### src/hw/rtl/ffa_pkg.sv
// ----------------------------------------------------------------------------
// ffa_pkg: shared types and constants for the first-fit block allocator
// Cell count, owner word, command and status codes, controller states.
// ----------------------------------------------------------------------------
package ffa_pkg;

  localparam int CELLS = 128;
  localparam int IDX_W = $clog2(CELLS);
  localparam int CNT_W = $clog2(CELLS + 1);

  typedef logic [15:0] owner_t;

  typedef enum logic [1:0] {
    ACT_ALLOC  = 2'd0,
    ACT_ERASE  = 2'd1,
    ACT_DEFRAG = 2'd2,
    ACT_NONE   = 2'd3
  } action_t;

  typedef enum logic [1:0] {
    ST_ALLOCATED = 2'd0,
    ST_NULL      = 2'd1,
    ST_ILLEGAL   = 2'd2,
    ST_RSVD      = 2'd3
  } status_t;

  typedef enum logic [2:0] {
    S_IDLE,
    S_SCAN,
    S_STAMP,
    S_ERASE,
    S_PACK,
    S_EMIT
  } state_t;

  // control shared by every cell of the row
  typedef struct packed {
    logic shift;
    logic compact;
  } cell_ctl_t;

endpackage

### src/hw/rtl/ffa_if.sv
// ----------------------------------------------------------------------------
// ffa_cmd_if / ffa_res_if: valid/ready channels of the allocator
// A transfer happens on a rising edge with valid and ready both high.
// ----------------------------------------------------------------------------
interface ffa_cmd_if;
  logic        valid;
  logic        ready;
  logic [1:0]  action;
  logic [15:0] amount_or_id;
  modport source (output valid, output action, output amount_or_id, input ready);
  modport sink   (input valid, input action, input amount_or_id, output ready);
endinterface

interface ffa_res_if;
  logic        valid;
  logic        ready;
  logic [1:0]  status;
  logic [15:0] block_id;
  modport source (output valid, output status, output block_id, input ready);
  modport sink   (input valid, input status, input block_id, output ready);
endinterface

### src/hw/rtl/ffa_ctrl.sv
// ----------------------------------------------------------------------------
// ffa_ctrl: command sequencer of the allocator
// Watches the head of the rotating row, rewrites the tail, issues results.
// ----------------------------------------------------------------------------
module ffa_ctrl (
  input  logic               clk,
  input  logic               rst,
  ffa_cmd_if.sink            cmd,
  ffa_res_if.source          res,
  input  ffa_pkg::owner_t    head,
  output ffa_pkg::owner_t    tail,
  output ffa_pkg::cell_ctl_t ctl
);

  ffa_pkg::state_t  state, state_next;
  logic [ffa_pkg::IDX_W-1:0] cnt, hit_idx;
  logic [ffa_pkg::CNT_W-1:0] run, want;
  logic             found;
  ffa_pkg::owner_t  arg, next_id;
  ffa_pkg::status_t pend_status;
  ffa_pkg::owner_t  pend_id;
  logic             out_valid;
  ffa_pkg::status_t out_status;
  ffa_pkg::owner_t  out_id;

  logic last, accept, bad_alloc, run_hit, in_range, emit_go;
  logic [ffa_pkg::CNT_W-1:0] run_inc;
  logic [ffa_pkg::CNT_W:0]   upper;

  assign last      = cnt == ffa_pkg::IDX_W'(ffa_pkg::CELLS - 1);
  assign accept    = cmd.valid && cmd.ready;
  assign bad_alloc = (cmd.amount_or_id == '0) || (next_id == '0) ||
                     (cmd.amount_or_id > 16'(ffa_pkg::CELLS));
  assign run_inc   = run + 1'b1;
  assign run_hit   = !found && (head == '0) && (run_inc == want);
  // stamp cells hit_idx-want+1 .. hit_idx
  assign upper     = {1'b0, ffa_pkg::CNT_W'(cnt)} + {1'b0, want};
  assign in_range  = (cnt <= hit_idx) && (upper > {1'b0, ffa_pkg::CNT_W'(hit_idx)});
  assign emit_go   = !out_valid || res.ready;

  assign cmd.ready    = state == ffa_pkg::S_IDLE;
  assign res.valid    = out_valid;
  assign res.status   = out_status;
  assign res.block_id = out_id;

  always_comb begin
    state_next = state;
    unique case (state)
      ffa_pkg::S_IDLE: begin
        if (accept) begin
          unique case (ffa_pkg::action_t'(cmd.action))
            ffa_pkg::ACT_ALLOC:  state_next = bad_alloc ? ffa_pkg::S_EMIT : ffa_pkg::S_SCAN;
            ffa_pkg::ACT_ERASE:  state_next = (cmd.amount_or_id == '0) ? ffa_pkg::S_EMIT
                                                                      : ffa_pkg::S_ERASE;
            ffa_pkg::ACT_DEFRAG: state_next = ffa_pkg::S_PACK;
            default:             state_next = ffa_pkg::S_IDLE;
          endcase
        end
      end
      ffa_pkg::S_SCAN: begin
        if (last) state_next = (found || run_hit) ? ffa_pkg::S_STAMP : ffa_pkg::S_EMIT;
      end
      ffa_pkg::S_STAMP: if (last) state_next = ffa_pkg::S_EMIT;
      ffa_pkg::S_ERASE: begin
        if (last) state_next = (found || head == arg) ? ffa_pkg::S_IDLE : ffa_pkg::S_EMIT;
      end
      ffa_pkg::S_PACK:  if (last) state_next = ffa_pkg::S_IDLE;
      ffa_pkg::S_EMIT:  if (emit_go) state_next = ffa_pkg::S_IDLE;
      default:          state_next = ffa_pkg::S_IDLE;
    endcase
  end

  always_comb begin
    ctl  = '0;
    tail = head;
    unique case (state)
      ffa_pkg::S_SCAN:  ctl.shift = 1'b1;
      ffa_pkg::S_STAMP: begin
        ctl.shift = 1'b1;
        if (in_range) tail = next_id;
      end
      ffa_pkg::S_ERASE: begin
        ctl.shift = 1'b1;
        if (head == arg) tail = '0;
      end
      ffa_pkg::S_PACK:  ctl.compact = 1'b1;
      default: ;
    endcase
  end

  always_ff @(posedge clk) begin
    if (rst) begin
      state      <= ffa_pkg::S_IDLE;
      cnt        <= '0;
      found      <= 1'b0;
      run        <= '0;
      next_id    <= 16'd1;
      out_valid  <= 1'b0;
    end else begin
      state <= state_next;
      if (state == ffa_pkg::S_EMIT && emit_go) begin
        out_valid  <= 1'b1;
        out_status <= pend_status;
        out_id     <= pend_id;
      end else if (out_valid && res.ready) begin
        out_valid <= 1'b0;
      end
      unique case (state)
        ffa_pkg::S_IDLE: begin
          cnt   <= '0;
          found <= 1'b0;
          run   <= '0;
          arg   <= cmd.amount_or_id;
          want  <= ffa_pkg::CNT_W'(cmd.amount_or_id);
          pend_id <= '0;
          pend_status <= (ffa_pkg::action_t'(cmd.action) == ffa_pkg::ACT_ALLOC)
                         ? ffa_pkg::ST_NULL : ffa_pkg::ST_ILLEGAL;
        end
        ffa_pkg::S_SCAN: begin
          cnt <= cnt + 1'b1;
          if (!found) begin
            run <= (head == '0) ? run_inc : '0;
            if (run_hit) begin
              found   <= 1'b1;
              hit_idx <= cnt;
            end
          end
        end
        ffa_pkg::S_STAMP: begin
          cnt <= cnt + 1'b1;
          if (last) begin
            next_id     <= next_id + 1'b1;
            pend_status <= ffa_pkg::ST_ALLOCATED;
            pend_id     <= next_id;
          end
        end
        ffa_pkg::S_ERASE: begin
          cnt <= cnt + 1'b1;
          if (head == arg) found <= 1'b1;
        end
        ffa_pkg::S_PACK: cnt <= cnt + 1'b1;
        default: ;
      endcase
    end
  end

endmodule
### src/flat_wrapper.sv
// flat-port wrapper written by rule: the top's interface ports become plain ports
module ffa_ctrl_flat 
  (clk, rst, head, tail, ctl, cmd_valid, cmd_action, cmd_amount_or_id, cmd_ready, res_valid, res_status, res_block_id, res_ready);
  ffa_cmd_if cmd_i ();
  ffa_res_if res_i ();
  input  logic clk;
  input  logic rst;
  input  ffa_pkg::owner_t head;
  output ffa_pkg::owner_t tail;
  output ffa_pkg::cell_ctl_t ctl;
  input wire logic [$bits(cmd_i.valid)-1:0] cmd_valid;
  input wire logic [$bits(cmd_i.action)-1:0] cmd_action;
  input wire logic [$bits(cmd_i.amount_or_id)-1:0] cmd_amount_or_id;
  output wire logic [$bits(cmd_i.ready)-1:0] cmd_ready;
  output wire logic [$bits(res_i.valid)-1:0] res_valid;
  output wire logic [$bits(res_i.status)-1:0] res_status;
  output wire logic [$bits(res_i.block_id)-1:0] res_block_id;
  input wire logic [$bits(res_i.ready)-1:0] res_ready;
  assign cmd_i.valid = cmd_valid;
  assign cmd_i.action = cmd_action;
  assign cmd_i.amount_or_id = cmd_amount_or_id;
  assign cmd_ready = cmd_i.ready;
  assign res_valid = res_i.valid;
  assign res_status = res_i.status;
  assign res_block_id = res_i.block_id;
  assign res_i.ready = res_ready;
  ffa_ctrl u_core (.clk(clk), .rst(rst), .cmd(cmd_i), .res(res_i), .head(head), .tail(tail), .ctl(ctl));
endmodule
### config.mk
export PLATFORM = sky130hd
export DESIGN_NAME = ffa_ctrl_flat
export DESIGN_NICKNAME = d
export VERILOG_FILES = /design/src/hw/rtl/ffa_pkg.sv /design/src/hw/rtl/ffa_if.sv /design/src/hw/rtl/ffa_ctrl.sv /design/src/flat_wrapper.sv
export SDC_FILE = /design/constraint.sdc
export NUM_CORES = 1
export LEC_CHECK = 0
export ABC_AREA = 1
export BUFFER_PORTS_ARGS = -buffer_cell sky130_fd_sc_hd__buf_2
export CORE_AREA = 2 2 116 90
export DETAILED_ROUTE_END_ITERATION = 8
export DIE_AREA = 0 0 118 92
export PLACE_DENSITY = 0.79
export SLEW_MARGIN = 20
export SYNTH_ARGS = -nofsm -noshare
export SYNTH_HDL_FRONTEND = slang
export SYNTH_SLANG_ARGS = --single-unit
### constraint.sdc
create_clock -name clk -period 4 [get_ports clk]
set_input_delay 1.2 -clock clk [delete_from_list [all_inputs] [get_ports clk]]
set_output_delay 1.2 -clock clk [all_outputs]
set_load 0.02 [all_outputs]
## Yosys cells after proc, flatten, opt, wreduce, memory -nomap -nowiden

Cells that the tools add are included.

- Flip-flop bits (word level): 103
- Input port bits: 38
- Output and inout port bits: 38
- Logic and storage cells: 105

- $add $sub $neg: 4
- Order comparisons: 3
- Equality and inequality tests: 18
- Muxes and demuxes: 32
- Bitwise logic cells: 2
- Reductions and logical operators: 33

Operators with widths:

| kind | number |
|---|---|
| case mux 16 bit (2 select lines) | 2 |
| logical NOT 16 bit | 3 |
| 2-to-1 mux 16 bit | 3 |
| 2-to-1 mux 3 bit | 10 |
| case mux 3 bit (6 select lines) | 1 |
| adder 16 x 1 -> 16 bit (second input constant) | 1 |
| == test 16 bit | 1 |
| greater-than comparator 16 x 8 -> 1 bit (second input constant) | 1 |
| 2-to-1 mux 8 bit | 2 |
| case mux 8 bit (2 select lines) | 1 |
| case mux 7 bit (2 select lines) | 1 |
| != test 2 x 1 -> 1 bit (second input constant) | 6 |
| AND reduction 2 bit | 5 |
| adder 7 x 8 -> 9 bit | 1 |
| greater-than comparator 9 x 7 -> 1 bit | 1 |
| case mux 3 bit (3 select lines) | 1 |
| adder 8 x 1 -> 8 bit (second input constant) | 1 |
| == test 8 bit | 1 |
| nonzero test 2 bit | 4 |
| adder 7 x 1 -> 7 bit (second input constant) | 1 |
| == test 7 bit (second input constant) | 1 |
| <= comparator 7 bit | 1 |
| 2-to-1 mux 1 bit | 7 |
| == test 3 x 2 -> 1 bit (second input constant) | 2 |
| 20 further kinds | 34 |

## Depth between registers and ports, before layout

- Word-level depth: 7
- Depth in mapped cells: 20
- Depth with buffers taken out: 19

## Worst setup path after synthesis

OpenSTA, ideal clock, no wires.

- Kind: reg2out
- Start point: register u_core.arg[0]
- End point: output tail[14]
- Data arrival time: 2617 ps
- Required time: 2800 ps
- Slack: 183 ps
- Stages on the path, launching flop included: 21
- Buffers on the path: 1
- Cells stage by stage: edfxtp_1 -> ha_1 -> inv_1 -> fa_1 -> o21ai_2 -> nand2_1 -> nand2_1 -> xor2_1 -> ha_1 -> nand2_1 -> inv_1 -> nand2_1 -> nand2_1 -> o21ai_0 -> nand2_1 -> nand2_4 -> nand2_4 -> buf_6 -> nand2_1 -> nand2_1 -> nand2_1

- Cells in the longest elaborated chain, start to end: 3

RTL lines:

| what | line | text |
|---|---|---|
| start: declaration | ffa_ctrl.sv:19 | `ffa_pkg::owner_t arg, next_id;` |
| start signal: assignment | ffa_ctrl.sv:113 | `arg <= cmd.amount_or_id;` |
| == test 16 bit | ffa_ctrl.sv:84 | `if (head == arg) tail = '0;` |
| 2-to-1 mux 16 bit | ffa_ctrl.sv:84 |  |
| case mux 16 bit (2 select lines) | ffa_ctrl.sv:76 | `unique case (state)` |
| end: declaration | flat_wrapper.sv:9 | `output ffa_pkg::owner_t tail;` |

No other way between the ends.

## Worst setup path in the final report

- Start point: register u_core.arg[0]
- End point: output tail[11]

The elaborated chain is that of the path after synthesis.

==> run metrics <==
Peak VDD IR 373 µV; maxcap violations 0; Max-Slew Margin vs Limit 0.487; Skew-Pair Late Insertion Delay 0.35 ns; PD cells 472 mW/mm²; Yosys reg bits 95; worst path arrival time 3.24 ns; most frequent cells in the layout nand2_1, inv_1, nor2_1, buf_2, edfxtp_1; DP Area 0.00618 mm²; setup ws final -0.444 ns; TNS Setup -6.58 ns; commonest non-fill, non-tap cell in the layout nand2_1; Antenna Cells 0; outcome complete, but fails checks; Worst setup EP type primary output; CP Launch Point u_core.arg[0]; Final nets 862; Syn Area/Cell 7.91 µm²; first-pass GRT wire length 23.1 mm; Syn Nets 762; worst path cell trace ha_2, inv_2, fa_2, o21ai_2, xor2_1, ha_1, nand4_1, o211ai_1, nand2_2, nand2_2, o21ai_2, nand2_2, nand2_8, clkbuf_16, nand2_2, nand2_1, nand2_1, buf_6; Fin Clk Skew 0.00762 ns; total gr overflow 0; Core Area 0.00989 mm²; CP max-delay cell fa_2; Buf/Inv on CP 3; worst r2r path cells 9; crit-path max cell delay 0.37 ns; design area 0.00676 mm²; io pins 76; Slew Limit Fails 0; hold_buf cts 0; IO buf count 75; drt pass-1 iters 5; vias in the first global route 4689; # DRC 0; Hold Crit Class flop to flop; Worst Hold Depth 0; Yosys cell types 47; unrepaired setup endpoints after global routing true; GRT Total Usage 0.271; cell leakage power 2.98 nW; Hold Vio Cnt, Final 0; Routed WL 14.4 mm; ys async rst share 0; post-DP HPWL 10.8 mm; Max FO, Critical Path 6; via count 4948; GP Congestion 0.903; H-Tree Depth 3; Max clock buf depth 2; drt initial violations 337; initial antenna violation count 0; Synth Cell Area 0.00552 mm²; fill count 790; clock sink count 95; maximum clock rate 0.225 GHz; final core utilization 0.684; Die H 92 µm; min Tclk post-route 4.44 ns; post-synthesis sequential area ratio 0.452; Worst-Margin Slew 0.769 ns; total CTS buffers 9; min-delay src u_core.pend_id[6]; Die Wd 118 µm; Yosys Warn Count 0; failing checks negative setup slack; Final Cycle Share 1.11; CTS tree yes; layout cells sized above 1 0.223; DIE AREA 0.0109 mm²; dominant synthesized flop cell edfxtp_1; DR WL/cell 15.3 µm; critical path required time 2.80 ns; Final ANT Viol Nets 0; cell mode on critical path nand2_2; vias per inst 5.27; row cnt 32; initial cell density of the core 0.558; EDFF count, synth 59; area added between synthesis and finish 22.5%; register clock-pin slew on the reported worst setup and hold paths 0.07 ns; critical path class flop to primary output; FF/Latch Area 0.00249 mm²; Mapped Cells 698; Multi-input gate area 0.00271 mm²; Power Total 3.19 mW; number of cells on the critical path 18; reg2reg start u_core.run[0]; final hold slack 0.418 ns; root buffer cell clkbuf_16; largest net degree at the start of global routing 28; CP Launch Type flop; Worst path top cell family by delay adder cells; # setup viols final 16
-- repair_timing --
item                                    4_1_cts  5_1_grt
endpoints found under the setup margin       16       16
buffers inserted                              3        0
resized for setup                            43       24
pin swaps                                     8       22
gates cloned                                  1        1
-- cell families after synthesis --
family                   count (synthesis)  share of synthesized area
XOR/XNOR                                28                     0.0444
buffers and inverters                  117                     0.0837
flip-flops                              95                      0.452
adder cells (fa/ha/maj)                 26                     0.0603
AO/OA/AOI/OAI                           72                     0.0742
AND/OR/NAND/NOR                        360                      0.286
-- power by group --
part | leakage [nW] | internal (mW) | switching (mW)
logic | 1.97 | 0.377 | 0.670
clock network | 0.150 | 0.447 | 0.422
registers | 0.855 | 1.20 | 0.0686
total | 2.98 | 2.03 | 1.16
-- registers in the layout (all words and copies together) (netlist names) --
signal,flops
u_core.state,3
u_core.res.block_id,16
u_core.arg,16
u_core.pend_id,16
u_core.hit_idx,7
u_core.run,8
u_core.cnt,7
u_core.res.status,2
u_core.next_id,16
u_core.found,1
u_core.pend_status,2
u_core.res.valid,1
-- cell usage after synthesis, types with 2 or more instances --
cell type / number / area, µm²
nor3_1: 11 / 55.1
nand2_2: 3 / 18.8
inv_1: 99 / 372
o21ai_0: 18 / 90.1
xor2_1: 25 / 219
nand2_1: 184 / 691
nand3_1: 37 / 185
xnor2_1: 3 / 26.3
ha_1: 25 / 313
buf_4: 2 / 15.0
a32oi_1: 2 / 17.5
a211oi_1: 2 / 15.0
o211ai_1: 2 / 15.0
o21ai_1: 2 / 10.0
dfxtp_1: 36 / 721
a22oi_1: 2 / 15.0
inv_2: 5 / 18.8
clkbuf_1: 4 / 15.0
a21oi_1: 37 / 185
nor2_2: 5 / 31.3
edfxtp_1: 59 / 1770
nor2_4: 3 / 33.8
nand4_1: 11 / 68.8
buf_2: 4 / 20.0
nand2_4: 2 / 22.5
nor4_1: 2 / 12.5
nor2_1: 91 / 342
nand3_2: 3 / 30.0
-- path summary, 6_finish.rpt --
path / slack [ns] / end
max: -0.44 / tail[11]
min: 0.42 / u_core.res.block_id[6]
max reg2reg: 1.56 / u_core.hit_idx[0]
min reg2reg: 0.42 / u_core.res.block_id[6]
-- metrics by stage --
step / instances / setup slack, ns
final: 939 / -0.444
after global routing: 939 / -0.558
after CTS: 938 / -0.353
after detailed placement: 918 / -0.0747
after global placement: 918 / -0.000465
after floorplan: 698 / 0.183
-- layer usage --
metal	vias to the layer above	routed length (µm)	GRT usage
li1	2464	-	-
met1	2263	6270	0.355
met2	195	6740	0.455
met3	26	1080	0.0603
met4	0	292	0.0783
met5	-	0	0
-- cell type report --
class / instances / area share
clock inverters: 7 / 0.0120
well taps: 136 / 0.0252
flip-flops and latches: 95 / 0.369
inverters: 105 / 0.0587
multi-input cells: 487 / 0.400
clock buffers: 9 / 0.0333
repair buffers: 100 / 0.102
(Power assumes the default switching activity.)
