**src/hw/rtl/ffa_pkg.sv**
```systemverilog
// ----------------------------------------------------------------------------
// ffa_pkg: shared types and constants for the first-fit block allocator
// Cell count, owner word, command and status codes, controller states.
// ----------------------------------------------------------------------------
package ffa_pkg;

  localparam int CELLS = 128;
  localparam int IDX_W = $clog2(CELLS);
  localparam int CNT_W = $clog2(CELLS + 1);

  typedef logic [15:0] owner_t;

  typedef enum logic [1:0] {
    ACT_ALLOC  = 2'd0,
    ACT_ERASE  = 2'd1,
    ACT_DEFRAG = 2'd2,
    ACT_NONE   = 2'd3
  } action_t;

  typedef enum logic [1:0] {
    ST_ALLOCATED = 2'd0,
    ST_NULL      = 2'd1,
    ST_ILLEGAL   = 2'd2,
    ST_RSVD      = 2'd3
  } status_t;

  typedef enum logic [2:0] {
    S_IDLE,
    S_SCAN,
    S_STAMP,
    S_ERASE,
    S_PACK,
    S_EMIT
  } state_t;

  // control shared by every cell of the row
  typedef struct packed {
    logic shift;
    logic compact;
  } cell_ctl_t;

endpackage

```
**src/hw/rtl/ffa_cell.sv**
```systemverilog
// ----------------------------------------------------------------------------
// ffa_cell: one owner cell of the row
// Shifts toward the head, or collapses over the first free cell when packing.
// ----------------------------------------------------------------------------
module ffa_cell (
  input  logic                clk,
  input  logic                rst,
  input  ffa_pkg::cell_ctl_t  ctl,
  input  ffa_pkg::owner_t     nbr,
  input  logic                hole_in,
  output ffa_pkg::owner_t     value,
  output logic                hole_out
);

  logic take;

  // a free cell here or below pulls the upper neighbor down
  assign take     = hole_in | (value == '0);
  assign hole_out = take;

  always_ff @(posedge clk) begin
    if (rst) begin
      value <= '0;
    end else if (ctl.shift || (ctl.compact && take)) begin
      value <= nbr;
    end
  end

endmodule

```
**config.mk**
```make
export PLATFORM = sky130hd
export DESIGN_NAME = ffa_cell
export DESIGN_NICKNAME = d
export VERILOG_FILES = /design/src/hw/rtl/ffa_pkg.sv /design/src/hw/rtl/ffa_cell.sv
export SDC_FILE = /design/constraint.sdc
export NUM_CORES = 1
export LEC_CHECK = 0
export BUFFER_PORTS_ARGS = -buffer_cell sky130_fd_sc_hd__buf_4
export CAP_MARGIN = 5
export CORE_ASPECT_RATIO = 1.25
export CORE_MARGIN = 1
export CORE_UTILIZATION = 35
export CTS_CLUSTER_SIZE = 8
export DETAILED_ROUTE_END_ITERATION = 10
export HOLD_SLACK_MARGIN = 0.05
export PLACE_DENSITY = 0.72
export SETUP_SLACK_MARGIN = 0.15
export SYNTH_ARGS = -nofsm -noshare
export SYNTH_HDL_FRONTEND = slang
export SYNTH_SLANG_ARGS = --single-unit
```
**constraint.sdc**
```tcl
create_clock -name clk -period 1.2 [get_ports clk]
set_input_delay 0.06 -clock clk [delete_from_list [all_inputs] [get_ports clk]]
set_output_delay 0.06 -clock clk [all_outputs]
set_load 0.005 [all_outputs]
```
# [After elaboration in Yosys (flattened, before gate mapping)]
# Index checks and enable logic that the tools add are counted.
[word_totals] ff_bits=16 in_bits=21 output_inout_bits=17
[classes] bitwise_logic=1 reduce_logical=3
[ops] op="16-bit logical NOT" count=1
[ops] op="1-bit logical AND" count=1
[ops] op="1-bit logical OR" count=1
[ops] op="1-bit OR" count=1

# [Logic depth before layout (Yosys ltp)]
# Gate-level depths: netlist of run 1.
[logic_depth] depth_word=4 ltp_mapped=6

# [Worst setup path after synthesis of run 1]
# OpenSTA, ideal clock, no wires.
[synth_timing] kind="register to register" startpoint="register value[13]" endpoint="register value[10]" setup_ns=0.073 arrival_time_ns=1.166 required_ns=1.127 slack_ns=-0.039 path_stages_with_launch=5 n_path_buf=1 synth_period_minus_slack_ns=1.239 path_cell_list="dfxtp_1 > nor4_2 > nand4_2 > buf_6 > o211ai_2"
[synth_between] elab_chain_cells=4
[synth_rtl] item="start: declaration" line_no="ffa_cell.sv:11" rtl="output ffa_pkg::owner_t value,"
[synth_rtl] item="start signal: assignment" line_no="ffa_cell.sv:25" rtl="value <= nbr;"
[synth_rtl] item="16-bit logical NOT" line_no="ffa_cell.sv:18" rtl="assign take = hole_in | (value == '0);"
[synth_rtl] item="1-bit OR" line_no="ffa_cell.sv:18"
[synth_rtl] item="1-bit logical AND" line_no="ffa_cell.sv:24" rtl="end else if (ctl.shift || (ctl.compact && take)) begin"
[synth_rtl] item="1-bit logical OR" line_no="ffa_cell.sv:24"
# Every way passes these cells.
# A chain may end at the register's enable or synchronous reset.

# [Worst setup path after layout of run 1]
[layout_timing] startpoint="register value[10]" endpoint="output hole_out"
[layout_between] elab_chain_cells=2
[layout_rtl] item="16-bit logical NOT" line_no="ffa_cell.sv:18"
[layout_rtl] item="1-bit OR" line_no="ffa_cell.sv:18"
[layout_rtl] item="end: declaration" line_no="ffa_cell.sv:12" rtl="output logic hole_out"
# Every way passes these cells.

==> flow_metrics.env, run 1 <==
export IMPL_status="complete, but fails checks"
export IMPL_violations="negative setup slack"
export IMPL_final_net_count=192
export IMPL_drt_iter0_markers=34
export IMPL_skew_ns=0.00416
export IMPL_min_period_ns=1.41
export IMPL_wirelength_mm=3.67
export IMPL_powerDensity_mw_per_mm2=958
export IMPL_htree_levels=1
export IMPL_insertion_delay_ns=0.26
export IMPL_swShare=0.302
export IMPL_timing_final_hold_violations=0
export IMPL_hp_class="primary input to flip-flop"
export IMPL_worst_ep_required_time_ns=1.14
export IMPL_power_frac_seq=0.376
export IMPL_cp_arrival_ns=1.35
export IMPL_clk_pin_slew_ns=0.07
export IMPL_hold_buffers=0
export IMPL_synth_seq_cells=16
export IMPL_area_growth_pct=38.2
export IMPL_p_leak_nw=0.655
export IMPL_mostFrequentLayoutCell="buf_4"
export IMPL_top_register="value"
export IMPL_drt_first_pass_iters=4
export IMPL_final_cell_mix="buf_4 (55), nand3_1 (32), nor4b_1 (16)"
export IMPL_post_route_period_util=1.18
export IMPL_p_int_mw=1.17
export IMPL_cts_tree="done"
export IMPL_grt_pass1_wl_mm=6.21
export IMPL_fmax_mhz=707
export IMPL_die_w_um=55.9
export IMPL_vias=1289
export IMPL_worst_slack_ns=-0.215
export IMPL_start_util=0.365
export IMPL_worst_setup_path_type="flip-flop to primary output"
export IMPL_track_usage=0.199
export IMPL_setup_viol=17
export IMPL_vias_per_cell=6.17
export IMPL_clk_path_buf_depth=2
export IMPL_grt_start_max_net_pins=49
export IMPL_syn_area_mm2=0.00127
export IMPL_gp_congestion=0.773
export IMPL_rows=24
export IMPL_gr_total_overflow=0
export IMPL_die_h_um=69.4
export IMPL_syn_num_nets=146
export IMPL_rsz0062_at_grt="true"
export IMPL_slew_headroom=0.749
export IMPL_max_cap_violations=0
export IMPL_hpwl_mm=2.43
export IMPL_antenna_found_initial=0
export IMPL_report_final_slew_viol_count=0
export IMPL_end_kind="primary output"
export IMPL_cts_sinks=16
export IMPL_drive_gt1_frac=0.582
export IMPL_cts_root_buf="clkbuf_8"
export IMPL_coreArea_mm2=0.00348
export IMPL_ys_seq_area_frac=0.252
export IMPL_reg_largest_list="value x16"
export IMPL_yosysUniqueCellTypes=17
export IMPL_startpoint_type="flip-flop"
export IMPL_final_core_util=0.504
export IMPL_ant_nets=0
export IMPL_clockPowerShare=0.294
export IMPL_synth_cells=125
export IMPL_synth_warning_count=0
export IMPL_totalPowerFinal_mw=1.68
export IMPL_diodes=0
export IMPL_largest_register_ffs=16
export IMPL_io_pin_count=38
export IMPL_die_area_mm2=0.00388
export IMPL_grt_pass1_vias=1283
export IMPL_critPathMaxFanout=2
export IMPL_drc=0
export IMPL_numPortBuffers=37
export IMPL_worst_pin_slew_ns=0.371
export IMPL_p_comb_frac=0.330
export IMPL_peakVddDrop_mv=0.630
export IMPL_preCtsSetupSlack_ns=-0.0688
export IMPL_fill_cells=329
export IMPL_wl_per_cell_um=17.6
export IMPL_numCtsBuffers=3
export IMPL_power_switching_mw=0.509
export IMPL_postSynthAreaPerCell_um2=10.2
-- path summary, 6_finish.rpt --
check | end | from | cells after the start | slack, ns
setup reg to reg | value[13]$_SDFFE_PP0P_ | value[10]$_SDFFE_PP0P_ | 5 | -0.16
hold reg to reg | value[15]$_SDFFE_PP0P_ | value[15]$_SDFFE_PP0P_ | 2 | 0.55
hold / removal | value[0]$_SDFFE_PP0P_ | nbr[0] | 3 | 0.09
setup / recovery | hole_out | value[10]$_SDFFE_PP0P_ | 5 | -0.21
-- power groups by stage --
stage / registers (mW) / logic (mW) / clock network, mW
4_1_cts: 0.629 / 0.545 / 0.494
6_report: 0.633 / 0.556 / 0.495
3_3_place_gp: 0.631 / 0.501 / 0
3_5_place_dp: 0.633 / 0.519 / 0
2_1_floorplan: 0.643 / 0.271 / 0
5_1_grt: 0.639 / 0.599 / 0.528
-- synth_stat cells --
| master | number | area share |
|---|---|---|
| a41oi_1 | 2 | 0.014 |
| a41oi_2 | 14 | 0.18 |
| buf_12 | 1 | 0.016 |
| buf_2 | 5 | 0.020 |
| buf_6 | 7 | 0.062 |
| clkbuf_1 | 6 | 0.018 |
| dfxtp_1 | 16 | 0.25 |
| inv_2 | 1 | 0.0029 |
| nand2b_1 | 1 | 0.0049 |
| nand3_1 | 32 | 0.13 |
| nand4_2 | 1 | 0.0098 |
| nor2_1 | 1 | 0.0029 |
| nor4_2 | 4 | 0.039 |
| nor4b_1 | 16 | 0.11 |
| o211ai_1 | 6 | 0.035 |
| o211ai_2 | 10 | 0.098 |
| or2_1 | 2 | 0.0098 |
-- kinds of logic (layout without fill, tap and decap cells) --
kind of cell	Yosys count	in the layout	share of synthesized area
AND/OR/NAND/NOR	57	57	0.303
AO/OA/AOI/OAI	32	32	0.327
buffers and inverters	20	65	0.118
flip-flops	16	16	0.252
-- layer usage --
layer | part of all wire | up-vias | track usage
met1 | 0.42 | 629 | 0.259
met5 | 0 | - | 0
met3 | 0.049 | 7 | 0.0224
li1 | - | 601 | -
met4 | 0.019 | 0 | 0.0867
met2 | 0.51 | 52 | 0.332
-- per-stage QoR --
step	instance area (um^2)	std cells	hold slack, ns	TNS, ns
after floorplan	1270	125	0.211	-0.0418
after global placement	1630	202	0.344	-0.119
after detailed placement	1630	202	0.355	-0.711
after CTS	1740	209	0.0916	-2.05
after global routing	1760	209	0.101	-3.11
final	1760	209	0.0861	-2.21
-- area by class of cell --
type                       count  area (um^2)  area share
clock buffer                   4         55.1      0.0313
inverter                       1         3.75     0.00214
multi-input combinational     89          835       0.475
sequential                    16          328       0.187
tap                           39         48.8      0.0278
timing repair buffer          60          487       0.277
-- critical path: stages (launching register included) --
cell and delay (ns):
dfxtp_2 0.33, nor4_4 0.32, nand4_2 0.16, buf_6 0.15, nand2b_4 0.06, buf_6 0.08
-- repair_timing --
action | CTS | global route
pin swaps | 2 | 3
gates cloned | 0 | 0
setup endpoints to repair | 17 | 17
gates resized for setup | 6 | 3
buffers inserted | 3 | 0
No activity file was read; power rests on OpenSTA's default activity.
==> inputs of run 2 (changes only) <==
--- a/config.mk
+++ b/config.mk
@@ -5,7 +5,7 @@
 export SDC_FILE = /design/constraint.sdc
 export NUM_CORES = 1
 export LEC_CHECK = 0
-export BUFFER_PORTS_ARGS = -buffer_cell sky130_fd_sc_hd__buf_4
+export BUFFER_PORTS_ARGS = -buffer_cell sky130_fd_sc_hd__buf_2
 export CAP_MARGIN = 5
 export CORE_ASPECT_RATIO = 1.25
 export CORE_MARGIN = 1
==> flow_metrics.env, run 2 (synthesis results as in run 1) <==
export IMPL_p_int_mw=1.13
export IMPL_numPortBuffers=37
export IMPL_vias=1276
export IMPL_hpwl_mm=2.40
export IMPL_drt_iter0_markers=66
export IMPL_worst_ep_required_time_ns=1.14
export IMPL_holdWs_ns=0.101
export IMPL_skew_ns=0.00685
export IMPL_p_leak_nw=0.631
export IMPL_worst_slack_ns=-0.218
export IMPL_die_h_um=69.4
export IMPL_slowest_stage="dfxtp_2"
export IMPL_antenna_found_initial=0
export IMPL_rows=24
export IMPL_drc=0
export IMPL_slew_headroom=0.738
export IMPL_cts_sinks=16
export IMPL_end_kind="primary output"
export IMPL_wl_per_cell_um=17.2
export IMPL_final_net_count=191
export IMPL_powerDensity_mw_per_mm2=982
export IMPL_clk_path_buf_depth=2
export IMPL_largest_register_ffs=16
export IMPL_critPathMaxFanout=2
export IMPL_rsz0062_at_grt="true"
export IMPL_start_util=0.365
export IMPL_placed_cell_area_mm2=0.00154
export IMPL_insertion_delay_ns=0.25
export IMPL_violations="negative setup slack"
export IMPL_cp_arrival_ns=1.36
export IMPL_top_register="value"
export IMPL_cts_root_buf="clkbuf_8"
export IMPL_hp_class="primary input to flip-flop"
export IMPL_p_comb_frac=0.309
export IMPL_power_switching_mw=0.503
export IMPL_startpoint_type="flip-flop"
export IMPL_clk_pin_slew_ns=0.07
export IMPL_gr_total_overflow=0
export IMPL_path_buf_inv=2
export IMPL_report_final_slew_viol_count=0
export IMPL_mostFrequentLayoutCell="buf_2"
export IMPL_vias_per_cell=6.13
export IMPL_timing_final_hold_violations=0
export IMPL_final_cells=208
export IMPL_tns_ns=-2.46
export IMPL_ant_nets=0
export IMPL_crit_chain="nor4_4 -> nand4_2 -> buf_6 -> nand2b_4 -> buf_6"
export IMPL_status="complete, but fails checks"
export IMPL_gp_congestion=0.769
export IMPL_cts_tree="done"
export IMPL_crit_top_cell="buf_6"
export IMPL_reg_largest_list="value x16"
export IMPL_place_inst=202
export IMPL_htree_levels=1
export IMPL_numCtsBuffers=3
export IMPL_min_period_ns=1.42
export IMPL_grt_start_max_net_pins=49
export IMPL_peakVddDrop_mv=0.562
export IMPL_slowest_delay_ns=0.34
export IMPL_area_growth_pct=31.1
export IMPL_grt_pass1_wl_mm=5.99
export IMPL_drive_gt1_frac=0.586
export IMPL_drt_first_pass_iters=4
export IMPL_final_cell_mix="buf_2 (36), nand3_1 (32), buf_4 (18)"
export IMPL_coreArea_mm2=0.00348
export IMPL_power_frac_seq=0.392
export IMPL_grt_pass1_vias=1242
export IMPL_fmax_mhz=705
export IMPL_fill_cells=345
export IMPL_postLayoutCellArea_mm2=0.00167
export IMPL_die_area_mm2=0.00388
export IMPL_diodes=0
export IMPL_die_w_um=55.9
export IMPL_cp_top_family="simple AND/OR/NAND/NOR gates"
export IMPL_io_pin_count=38
export IMPL_swShare=0.307
export IMPL_wirelength_mm=3.57
export IMPL_clockPowerShare=0.299
export IMPL_hold_buffers=0
export IMPL_max_cap_violations=0
export IMPL_worst_setup_path_type="flip-flop to primary output"
export IMPL_setup_viol=17
export IMPL_post_route_period_util=1.18
export IMPL_worst_pin_slew_ns=0.388
export IMPL_track_usage=0.190
-- run 2: cell count changes in the layout (fill, tap and decap cells not counted), sizes merged --
cell | before | now
buf | 60 | 59
-- run 2: tightest hold or removal path: cells and delay by family --
family	cells	cell delay (ns)
AOI/OAI and AO/OA	2	0.17
buffers and inverters	1	0.10
-- run 2: power by group through the flow --
| stage | clock (mW) | sequential, mW | combinational [mW] |
|---|---|---|---|
| 2_1_floorplan | 0 | 0.643 | 0.271 |
| 3_3_place_gp | 0 | 0.630 | 0.455 |
| 3_5_place_dp | 0 | 0.634 | 0.471 |
| 4_1_cts | 0.499 | 0.640 | 0.499 |
| 5_1_grt | 0.528 | 0.646 | 0.547 |
| 6_report | 0.489 | 0.641 | 0.507 |
-- run 2: worst paths after layout --
path / start / cells past startpoint / end / slack [ns]
setup / recovery: value[7]$_SDFFE_PP0P_ / 5 / hole_out / -0.22
hold / removal: nbr[2] / 3 / value[2]$_SDFFE_PP0P_ / 0.10
setup reg to reg: value[7]$_SDFFE_PP0P_ / 5 / value[14]$_SDFFE_PP0P_ / -0.19
hold reg to reg: value[15]$_SDFFE_PP0P_ / 2 / value[15]$_SDFFE_PP0P_ / 0.56
-- run 2: timing repair --
| action | 4_1_cts | 5_1_grt |
|---|---|---|
| endpoints found under the setup margin | 17 | 17 |
| setup buffers | 2 | 0 |
| gates resized for setup | 7 | 3 |
| endpoints found under the hold margin | 0 | 0 |
| pin swaps | 2 | 1 |
-- run 2: per-layer routing --
layer  vias to the layer above  track usage  part of all wire
met3                         2       0.0261             0.048
met5                         -            0                 0
met1                       630        0.253              0.43
met2                        45        0.319              0.52
li1                        599            -                 -
met4                         0       0.0542            0.0050
-- run 2: final cells by class --
type                            instances  area [um^2]  area share
Multi-Input combinational cell         89          843       0.506
Timing Repair Buffer                   59          389       0.233
Sequential cell                        16          327       0.196
Clock buffer                            4         55.1      0.0330
Tap cell                               39         48.8      0.0293
Inverter                                1         3.75     0.00225
-- run 2: stage by stage --
| step | setup slack (ns) | total power [mW] | util |
|---|---|---|---|
| after floorplan | -0.00796 | 0.914 | - |
| after global placement | -0.0386 | 1.09 | 0.441 |
| after detailed placement | -0.0754 | 1.11 | 0.441 |
| after CTS | -0.210 | 1.64 | 0.474 |
| after global routing | -0.267 | 1.72 | 0.478 |
| final | -0.218 | 1.64 | 0.478 |
==> inputs of run 3 (changes only) <==
==> constraint.sdc (replaced) <==
create_clock -name clk -period 1.2 [get_ports clk]
set_input_delay 0.12 -clock clk [delete_from_list [all_inputs] [get_ports clk]]
set_output_delay 0.12 -clock clk [all_outputs]
set_load 0.005 [all_outputs]
==> flow_metrics.env, run 3 (synthesis results as in run 1) <==
export IMPL_hpwl_mm=2.58
export IMPL_numCtsBuffers=3
export IMPL_place_inst=208
export IMPL_clk_path_buf_depth=2
export IMPL_io_pin_count=38
export IMPL_rows=24
export IMPL_wl_per_cell_um=17.6
export IMPL_critPathMaxFanout=2
export IMPL_skew_ns=0.00378
export IMPL_drt_iter0_markers=73
export IMPL_post_route_period_util=1.15
export IMPL_top_register="value"
export IMPL_min_period_ns=1.38
export IMPL_end_kind="primary output"
export IMPL_track_usage=0.196
export IMPL_final_cells=212
export IMPL_vias=1288
export IMPL_worst_ep_required_time_ns=1.08
export IMPL_postLayoutCellArea_mm2=0.00166
export IMPL_worst_pin_slew_ns=0.423
export IMPL_worst_setup_path_type="flip-flop to primary output"
export IMPL_setup_viol=17
export IMPL_coreArea_mm2=0.00348
export IMPL_final_net_count=196
export IMPL_preCtsSetupSlack_ns=-0.118
export IMPL_diodes=0
export IMPL_insertion_delay_ns=0.25
export IMPL_path_buf_inv=1
export IMPL_gr_total_overflow=0
export IMPL_htree_levels=1
export IMPL_report_final_slew_viol_count=0
export IMPL_fmax_mhz=723
export IMPL_drive_gt1_frac=0.584
export IMPL_numPortBuffers=37
export IMPL_gp_congestion=0.840
export IMPL_cts_root_buf="clkbuf_8"
export IMPL_timing_final_hold_violations=0
export IMPL_grt_start_max_net_pins=49
export IMPL_hp_class="primary input to flip-flop"
export IMPL_die_area_mm2=0.00388
export IMPL_cp_top_family="simple AND/OR/NAND/NOR gates"
export IMPL_die_w_um=55.9
export IMPL_powerDensity_mw_per_mm2=936
export IMPL_max_cap_violations=0
export IMPL_wirelength_mm=3.72
export IMPL_rsz0062_at_grt="true"
export IMPL_ant_nets=0
export IMPL_final_core_util=0.477
export IMPL_final_cell_mix="buf_2 (37), nand3_1 (32), buf_4 (24)"
export IMPL_startpoint_type="flip-flop"
export IMPL_peakVddDrop_mv=0.611
export IMPL_p_leak_nw=0.635
export IMPL_cts_sinks=16
export IMPL_crit_chain="nor4_4 -> nand4_2 -> nand2b_1 -> buf_2"
export IMPL_area_growth_pct=30.8
export IMPL_slowest_delay_ns=0.34
export IMPL_drt_first_pass_iters=4
export IMPL_worst_slack_ns=-0.183
export IMPL_hold_buffers=0
export IMPL_vias_per_cell=6.08
export IMPL_violations="negative setup slack"
export IMPL_largest_register_ffs=16
export IMPL_clk_pin_slew_ns=0.06
export IMPL_slew_headroom=0.714
export IMPL_cp_arrival_ns=1.26
export IMPL_grt_pass1_wl_mm=6.26
export IMPL_antenna_found_initial=0
export IMPL_reg_largest_list="value x16"
export IMPL_die_h_um=69.4
export IMPL_mostFrequentLayoutCell="buf_2"
export IMPL_placed_cell_area_mm2=0.00157
export IMPL_status="complete, but fails checks"
export IMPL_slowest_stage="dfxtp_2"
export IMPL_grt_pass1_vias=1318
export IMPL_start_util=0.365
export IMPL_drc=0
export IMPL_cts_tree="done"
-- run 3: final cells by class --
type | instances | area [um^2]
fill | 326 | 1820
multi-input combinational | 89 | 836
timing repair buffer | 64 | 408
sequential | 16 | 325
tap | 39 | 48.8
clock buffer | 3 | 41.3
inverter | 1 | 3.75
-- run 3: worst min-delay path, stage by stage --
cell and delay (ns):
buf_2 0.11, nand3_1 0.06, o211ai_1 0.07
-- run 3: metrics by stage --
stage               TNS [ns]  hold slack [ns]  total power [mW]
finish                 -2.11            0.164              1.56
global route           -2.88            0.186              1.63
CTS                    -1.96            0.165              1.56
detailed placement     -1.42            0.420              1.12
global placement      -0.492            0.412              1.10
floorplan            -0.0555            0.292             0.918
-- run 3: final timing paths --
path	from	endpoint	slack, ns	depth (start not counted)
worst max-delay path	value[2]$_SDFFE_PP0P_	hole_out	-0.18	4
worst min-delay path	nbr[14]	value[14]$_SDFFE_PP0P_	0.16	3
worst max register to register	value[2]$_SDFFE_PP0P_	value[0]$_SDFFE_PP0P_	-0.16	5
worst min register to register	value[15]$_SDFFE_PP0P_	value[15]$_SDFFE_PP0P_	0.56	2
-- run 3: timing repair --
action | 4_1_cts | 5_1_grt
setup endpoints to repair | 17 | 17
pin swaps | 3 | 2
resized for setup | 7 | 0
hold endpoints to repair | 0 | 0
buffers inserted | 1 | 0
-- run 3: power breakdown --
part	total, mW	internal [mW]	switching (mW)	leakage (nW)
clock	0.401	0.222	0.179	0.0216
combinational	0.515	0.261	0.254	0.479
sequential	0.639	0.583	0.0563	0.134
-- run 3: metal layers --
metal  wire length, um  GRT usage
met5                 0          0
met1              1620      0.256
met2              1890      0.328
met4                37     0.0678
met3               172     0.0280
